==> src/hw/rtl/bfr_pkg.sv <==
package bfr_pkg;

	localparam int COEF_FRAC_BITS = 13;
	localparam int CORDIC_STAGES  = 16;
	localparam int NUM_TAPS       = 3;

	localparam int FREQ_W = 18;
	localparam int FS_W   = 18;
	localparam int COEF_W = 16;
	localparam int ANG_W  = 32;
	localparam int MAG_W  = 24;
	localparam int PH_W   = 16;

	// sine/cosine are Q30 with headroom for the CORDIC overshoot
	localparam int CS_FRAC = 30;
	localparam int CS_W    = 34;
	localparam int PROD_W  = COEF_W + CS_W;
	localparam int SUM_W   = PROD_W + 2;
	localparam int RI_W    = SUM_W - (COEF_FRAC_BITS + 1);
	localparam int VW      = RI_W + 2;
	localparam int MD_W    = VW - 1;

	localparam logic signed [CS_W-1:0] CORDIC_K = CS_W'(652032874);
	localparam logic [MAG_W-1:0] MAG_MAX = '1;
	localparam int PHASE_HALF  = 23040;
	localparam int PHASE_SCALE = 46080;

	localparam int IN_TDATA_W  = 24;
	localparam int OUT_TDATA_W = 40;

	localparam int ADDR_W = 5;
	localparam int DATA_W = 32;
	localparam logic [2:0] REG_B0 = 3'd0;
	localparam logic [2:0] REG_B1 = 3'd1;
	localparam logic [2:0] REG_B2 = 3'd2;
	localparam logic [2:0] REG_A0 = 3'd3;
	localparam logic [2:0] REG_A1 = 3'd4;
	localparam logic [2:0] REG_A2 = 3'd5;
	localparam logic [2:0] REG_FS = 3'd6;

	localparam logic signed [COEF_W-1:0] COEF_ONE = 16'sd8192;
	localparam logic [FS_W-1:0] FS_RST = 18'd48000;

	typedef logic signed [COEF_W-1:0] coef_t;
	typedef logic signed [CS_W-1:0] cs_t;
	typedef logic signed [RI_W-1:0] ri_t;

	typedef struct packed {
		logic signed [VW-1:0] mag;
		logic [ANG_W-1:0]     ang;
		logic                 zero;
	} vec_t;

	typedef struct packed {
		logic [MAG_W-1:0]       magnitude;
		logic signed [PH_W-1:0] phase_deg;
		logic                   denom_zero;
	} res_t;

	// atan(2^-i) as a fraction of a full turn, Q0.32
	function automatic logic [ANG_W-1:0] atan_turn(input int idx);
		logic [ANG_W-1:0] v;
		case (idx)
			0: v = 32'd536870912;
			1: v = 32'd316933406;
			2: v = 32'd167458907;
			3: v = 32'd85004756;
			4: v = 32'd42667331;
			5: v = 32'd21354465;
			6: v = 32'd10679838;
			7: v = 32'd5340245;
			8: v = 32'd2670163;
			9: v = 32'd1335087;
			10: v = 32'd667544;
			11: v = 32'd333772;
			12: v = 32'd166886;
			13: v = 32'd83443;
			14: v = 32'd41722;
			15: v = 32'd20861;
			16: v = 32'd10430;
			17: v = 32'd5215;
			18: v = 32'd2608;
			19: v = 32'd1304;
			20: v = 32'd652;
			21: v = 32'd326;
			22: v = 32'd163;
			23: v = 32'd81;
			default: v = '0;
		endcase
		return v;
	endfunction

endpackage

==> src/hw/rtl/bfr_rot_cordic.sv <==
module bfr_rot_cordic (
	input  logic                      clk,
	input  logic                      arst_n,
	input  logic                      en,
	input  logic                      in_valid,
	input  logic [bfr_pkg::ANG_W-1:0] theta,
	output logic                      out_valid,
	output bfr_pkg::cs_t              cos_val,
	output bfr_pkg::cs_t              sin_val
);
	import bfr_pkg::*;

	localparam int N = CORDIC_STAGES;

	logic vld_s  [0:N];
	logic flip_s [0:N];
	cs_t  x_s    [0:N];
	cs_t  y_s    [0:N];
	cs_t  z_s    [0:N];
	logic vld_o_s;
	cs_t  cos_s;
	cs_t  sin_s;

	logic             flip;
	logic [ANG_W-1:0] th;

	// outside +-90 degrees: rotate by half a turn and negate at the end
	assign flip = theta[ANG_W-1] ^ theta[ANG_W-2];
	assign th   = {theta[ANG_W-1] ^ flip, theta[ANG_W-2:0]};

	always_ff @(posedge clk or negedge arst_n) begin
		if (!arst_n) begin
			vld_s[0] <= 1'b0;
		end else if (en) begin
			vld_s[0] <= in_valid;
		end
	end

	always_ff @(posedge clk) begin
		if (en) begin
			flip_s[0] <= flip;
			x_s[0]    <= CORDIC_K;
			y_s[0]    <= '0;
			z_s[0]    <= CS_W'($signed(th));
		end
	end

	for (genvar i = 0; i < N; i++) begin : g_iter
		localparam cs_t AT = $signed(CS_W'(atan_turn(i)));
		cs_t dx;
		cs_t dy;

		assign dx = x_s[i] >>> i;
		assign dy = y_s[i] >>> i;

		always_ff @(posedge clk or negedge arst_n) begin
			if (!arst_n) begin
				vld_s[i+1] <= 1'b0;
			end else if (en) begin
				vld_s[i+1] <= vld_s[i];
			end
		end

		always_ff @(posedge clk) begin
			if (en) begin
				flip_s[i+1] <= flip_s[i];
				if (!z_s[i][CS_W-1]) begin
					x_s[i+1] <= x_s[i] - dy;
					y_s[i+1] <= y_s[i] + dx;
					z_s[i+1] <= z_s[i] - AT;
				end else begin
					x_s[i+1] <= x_s[i] + dy;
					y_s[i+1] <= y_s[i] - dx;
					z_s[i+1] <= z_s[i] + AT;
				end
			end
		end
	end

	always_ff @(posedge clk or negedge arst_n) begin
		if (!arst_n) begin
			vld_o_s <= 1'b0;
		end else if (en) begin
			vld_o_s <= vld_s[N];
		end
	end

	always_ff @(posedge clk) begin
		if (en) begin
			cos_s <= flip_s[N] ? -x_s[N] : x_s[N];
			sin_s <= flip_s[N] ? -y_s[N] : y_s[N];
		end
	end

	assign out_valid = vld_o_s;
	assign cos_val   = cos_s;
	assign sin_val   = sin_s;

endmodule

==> config.mk <==
export PLATFORM = sky130hd
export DESIGN_NAME = bfr_rot_cordic
export DESIGN_NICKNAME = d
export VERILOG_FILES = /design/src/hw/rtl/bfr_pkg.sv /design/src/hw/rtl/bfr_rot_cordic.sv
export SDC_FILE = /design/constraint.sdc
export NUM_CORES = 2
export LEC_CHECK = 0
export BUFFER_PORTS_ARGS = -buffer_cell sky130_fd_sc_hd__buf_2
export CORE_MARGIN = 3
export CORE_UTILIZATION = 50
export CTS_CLUSTER_DIAMETER = 50
export DETAILED_ROUTE_END_ITERATION = 7
export PLACE_DENSITY = 0.71
export SYNTH_ARGS = -nofsm -noshare
export SYNTH_HDL_FRONTEND = slang
export SYNTH_SLANG_ARGS = --single-unit
==> constraint.sdc <==
create_clock -name clk -period 5.51 [get_ports clk]
set_clock_uncertainty 0.05 [all_clocks]
set_input_delay 0.551 -clock clk [delete_from_list [all_inputs] [get_ports clk]]
set_output_delay 0.551 -clock clk [all_outputs]
set_load 0.02 [all_outputs]
Word level (Yosys, flattened, before mapping)
Memories as Yosys holds them, arrays and structs flattened.
Index checks and enable logic that the tools add are counted.
Storage, ports and cells
  bits in read-only memories: 0
  flip-flop bits (word level): 86
  latch bits: 0
  output and inout port bits: 69
  memories kept: 4
  RAM bits: 1751
Cells by class
  multiplexer cells: 148
  shift-type cells: 0
  $lt $le $gt $ge: 0
  div/mod/pow operators: 0
  multipliers: 0
  add/sub/neg operators: 97
  equal/unequal tests: 0
  bitwise logic cells: 50
  reduce and logical (&&, ||, !) cells: 0
Memories
  x_s: depth 17, bits a word 34, rd ports 17, clocked after memory_dff 0, wr ports 17, line bfr_rot_cordic.sv:17  | cs_t x_s [0:N];
  y_s: depth 17, bits a word 34, rd ports 17, clocked after memory_dff 0, wr ports 17, line bfr_rot_cordic.sv:18  | cs_t y_s [0:N];
  z_s: depth 17, bits a word 34, rd ports 16, clocked after memory_dff 0, wr ports 17, line bfr_rot_cordic.sv:19  | cs_t z_s [0:N];
  flip_s: depth 17, bits a word 1, rd ports 17, clocked after memory_dff 0, wr ports 17, line bfr_rot_cordic.sv:16  | logic flip_s [0:N];
Operator list (number)
  2-to-1 mux 34 bit: 50
  2-to-1 mux 1 bit: 98
  adder 34 x 19 -> 34 bit: 2
  adder 34 x 20 -> 34 bit: 2
  adder 34 x 21 -> 34 bit: 2
  adder 34 x 22 -> 34 bit: 2
  adder 34 x 23 -> 34 bit: 2
  adder 34 x 24 -> 34 bit: 2
  adder 34 x 25 -> 34 bit: 2
  adder 34 x 26 -> 34 bit: 2
  adder 34 x 27 -> 34 bit: 2
  adder 34 x 28 -> 34 bit: 2
  adder 34 x 29 -> 34 bit: 2
  adder 34 x 30 -> 34 bit: 2
  adder 34 x 31 -> 34 bit: 2
  adder 34 x 32 -> 34 bit: 2
  adder 34 x 33 -> 34 bit: 2
  negation 34 bit: 2
  subtractor 34 x 19 -> 34 bit: 2
  subtractor 34 x 20 -> 34 bit: 2
  subtractor 34 x 21 -> 34 bit: 2
  subtractor 34 x 22 -> 34 bit: 2
  subtractor 34 x 23 -> 34 bit: 2
  subtractor 34 x 24 -> 34 bit: 2
  45 further kinds: 103

Depth between registers and ports, before layout
  word-level depth: 4
  mapped depth: 22

Worst setup path after synthesis
Ideal clock, no wire load.
  path type: input to register
  start point: input en
  end point: memory z_s[8][31] in the netlist's numbering (data pin)
  stages on the path: 18
  path slack: 465 ps
  library setup time: 258 ps
  arrival time: 4736 ps
  required time: 5202 ps
  cells stage by stage: clkbuf_1 clkbuf_1 nand2_1 inv_1 clkbuf_1 clkbuf_1 ha_1 clkbuf_1 a21o_1 a21o_1 a21o_1 o21bai_1 a221o_1 a311o_1 a211o_1 a31o_2 a21oi_1 xnor2_1
RTL lines
  start, declared: line bfr_rot_cordic.sv:4  | input logic en,
  end, declared: line bfr_rot_cordic.sv:19

==> flow_metrics.py <==
metrics = {
    "clock_network": {
        "cts_buffer_depth": 4,
        "tritoncts": "yes",
        "path_clk_slew_ns": 0.06,
        "root_buffer": "clkbuf_16",
        "clock_latency_ns": 0.88,
        "cts_max_level": 4,
        "numCtsBuffers": 222,
        "cts.sink_count": 1606,
    },
    "sta": {
        "hold_viol_final": 0,
        "finalSetupViolations": 0,
        "drv_slew": 0,
        "final.period_utilization": 0.9363,
        "min_period_ns": 5.159,
        "worst_pin_slew_ns": 1.172,
        "max_freq_mhz": 193.8,
        "relSlewSlack": 0.2137,
        "finalSetupTns_ns": 0,
        "rsz0062_at_grt": "no",
    },
    "logic_synthesis": {
        "synth_area_per_cell_um2": 9.796,
        "synthesis.nets": 14630,
        "synth-edff-count": 1588,
        "synthArstFlopShare": 0.01121,
        "synthCells": 13150,
        "yosysUniqueCellTypes": 101,
        "netlist_area_um2": 128800,
        "yosys_most_used_dff": "edfxtp_1",
        "seq_area_frac_synth": 0.3738,
        "yosys_warnings": 0,
        "synth_seq_cells": 1606,
    },
    "routing": {
        "first_pass_iters": 8,
        "highest_layer": "met4",
        "met2_length_um": 147400,
        "first_iter_violations": 7432,
        "viasPerCell": 5.838,
        "wire_per_inst_um": 18.29,
        "drcViolationCount": 0,
        "drt-total-wl_um": 311300,
        "wl_met1_um": 138300,
        "wl_met3_um": 16200,
        "ant_nets": 0,
        "num_vias": 99380,
    },
    "setup_path": {
        "crit_top_cell": "nor2_1",
        "critPathTopFamily": "simple AND/OR/NAND/NOR gates",
        "critPathSlowestCell": "or4_1",
        "crit_arrival_ns": 5.72,
        "critical_path_buf_inv_count": 0,
        "crit_chain": "nor3_2, nor3b_2, nand3b_1, or4_1, or2_2, nor3_4, nor2_1, xor2_1, ha_1, nand3_1, nor2_1, nand3_1, nor2_1, a221oi_1, a21boi_0, o21a_1, o311ai_0, a21oi_1, xnor2_1",
        "cp_max_fo": 5,
        "cp.required_ns": 6.07,
        "end_kind": "register",
        "worstSetupPathType": "register to register",
        "cp-start-kind": "register",
        "max_stage_delay_ns": 0.63,
    },
    "layout": {
        "syn_to_final_growth_pct": 10.36,
        "layout.cells.non_filler": 17020,
        "post-route-util": 0.5572,
        "nets": 14960,
        "drive_gt1_frac": 0.06254,
    },
    "flow_run": {
        "max-cap-violations": 0,
    },
    "floorplan": {
        "placement_rows": 185,
        "initial_core_util": 0.5049,
        "die_h_um": 513.5,
        "core_area_um2": 255100,
        "dieArea_um2": 263700,
        "die_w_um": 513.5,
        "ioPinCount": 105,
    },
    "global_routing": {
        "grt_pass1_wl_um": 501800,
        "grt_max_degree": 164,
        "antenna_found_initial": 4,
        "grt_pass1_vias": 94230,
        "grt_usage": 0.2304,
        "grt_overflow": 0,
    },
    "placement": {
        "port_buffers": 104,
        "place.gp.congestion": 0.9549,
        "dp_cells": 16590,
        "dpl.hpwl_um": 244400,
    },
    "run_status": {
        "status": "completed",
    },
    "hold_path": {
        "min_path_type": "primary input to async pin",
    },
}
[area by class of cell]
| cell class | instances | area, µm² |
|---|---|---|
| antenna | 1 | 2.502 |
| clock buffer | 251 | 5738 |
| clock inverter | 149 | 1790 |
| fill | 22370 | 113000 |
| inverter | 555 | 2083 |
| multi-input combinational | 10790 | 77940 |
| sequential | 1606 | 48140 |
| tap | 3366 | 4212 |
| timing repair buffer | 308 | 2227 |
[logic make-up after synthesis]
kind of cell / share of synthesized area
mux: 0.008880
xor+xnor: 0.1289
flops: 0.3738
compound gates: 0.2019
simple gates: 0.1214
fa+ha+maj: 0.1429
buf+inv: 0.02214
[state kept, by name (all words and copies together), names as in the netlist]
signal,flops
out_valid,1
flip_s,17
cos_val,34
x_s,484
y_s,511
z_s,508
vld_s,17
sin_val,34
[synth_stat cells (21+ instances only)]
| cell | n | share of area |
|---|---|---|
| a21o_1 | 680 | 0.040 |
| inv_1 | 548 | 0.016 |
| o21a_1 | 230 | 0.013 |
| a31oi_1 | 122 | 0.0059 |
| o21ai_0 | 771 | 0.030 |
| mux2_2 | 66 | 0.0058 |
| and4_1 | 27 | 0.0018 |
| nor2b_1 | 180 | 0.0087 |
| o31a_1 | 24 | 0.0016 |
| ha_1 | 1397 | 0.14 |
| xor2_1 | 587 | 0.040 |
| or3_1 | 109 | 0.0053 |
| buf_1 | 31 | 0.00090 |
| and3_1 | 105 | 0.0051 |
| nor4_1 | 76 | 0.0037 |
| xnor2_1 | 1309 | 0.089 |
| mux2i_1 | 40 | 0.0031 |
| nand4_1 | 78 | 0.0038 |
| fa_1 | 46 | 0.0072 |
| nor2_1 | 1032 | 0.030 |
| o2111ai_1 | 21 | 0.0014 |
| nor3_1 | 267 | 0.010 |
| a221oi_1 | 23 | 0.0016 |
| a41oi_1 | 21 | 0.0014 |
| o211ai_1 | 45 | 0.0026 |
| o41ai_1 | 64 | 0.0044 |
| a21oi_1 | 1364 | 0.053 |
| nor3b_1 | 31 | 0.0018 |
| nand2b_1 | 225 | 0.011 |
| o31ai_1 | 133 | 0.0078 |
| nand2_1 | 672 | 0.020 |
| or4_1 | 52 | 0.0030 |
| a21boi_0 | 49 | 0.0029 |
| a2111oi_0 | 28 | 0.0019 |
| o21bai_1 | 185 | 0.011 |
| a31o_2 | 28 | 0.0019 |
| edfxtp_1 | 1588 | 0.37 |
| and2_1 | 49 | 0.0024 |
| a211oi_1 | 120 | 0.0070 |
| nand3_1 | 221 | 0.0086 |
| clkbuf_1 | 165 | 0.0048 |
| or2_2 | 48 | 0.0023 |
[layout by cell type, fill, tap and decap left out, types with 28 or more instances in the layout]
master	count
fa_1	46
nor4_1	68
nand4_1	78
o211ai_1	45
edfxtp_1	1588
dlygate4sd3_1	34
xor2_1	587
buf_2	103
nor3b_1	30
mux2i_1	40
o31ai_1	133
o21ai_0	771
or2_2	48
nand2_1	662
nor2b_1	180
mux2_2	66
nand3_1	221
o21a_1	230
ha_1	1397
or3_1	109
inv_6	34
a21boi_0	49
o21bai_1	185
a21o_1	680
and2_1	49
a21oi_1	1364
nand2b_1	225
clkbuf_16	225
nor2_1	1030
a31o_2	28
xnor2_1	1309
inv_1	543
nor3_1	261
or4_1	52
o41ai_1	63
buf_4	164
a31oi_1	122
a211oi_1	120
and3_1	105
[repair_timing]
action,in CTS,in global routing
hold endpoints to repair,52,0
endpoints found under the setup margin,0,24
setup buffers,0,0
hold buffers,34,0
resized for setup,0,25
[final timing paths]
path / from / to / slack [ns] / cells past startpoint
min in group clk: en / z_s[15][33]$_DFFE_PP_ / 0.09 / 1
min: arst_n / vld_s[9]$_DFFE_PN0P_ / 0.07 / 2
max reg2reg: y_s[5][8]$_DFFE_PP_ / x_s[6][33]$_DFFE_PP_ / 0.35 / 19
max in group asynchronous: arst_n / vld_s[5]$_DFFE_PN0P_ / 5.07 / 2
min reg2reg: z_s[12][0]$_DFFE_PP_ / z_s[13][0]$_DFFE_PP_ / 0.37 / 0
max: y_s[5][8]$_DFFE_PP_ / x_s[6][33]$_DFFE_PP_ / 0.35 / 19
[per-layer routing]
metal,vias up,global-route usage
met4,0,0.06669
met3,521,0.02795
met2,2544,0.3939
li1,49660,-
met1,46650,0.3063
met5,-,0
[stage by stage]
stage / cell area [µm²] / hold slack [ns] / setup WS, ns
after floorplan: 128800 / 0.2054 / 0.4654
after global routing: 142100 / 0.04842 / 0.01046
after CTS: 142000 / 0.03183 / 0.2077
after global placement: 134100 / 0.3505 / 0.4025
after detailed placement: 134100 / 0.3545 / 0.2676
final: 142100 / 0.06662 / 0.3512
Power is not shown: default switching activity piles up to over one toggle a cycle in this logic, so the estimate is an artifact.
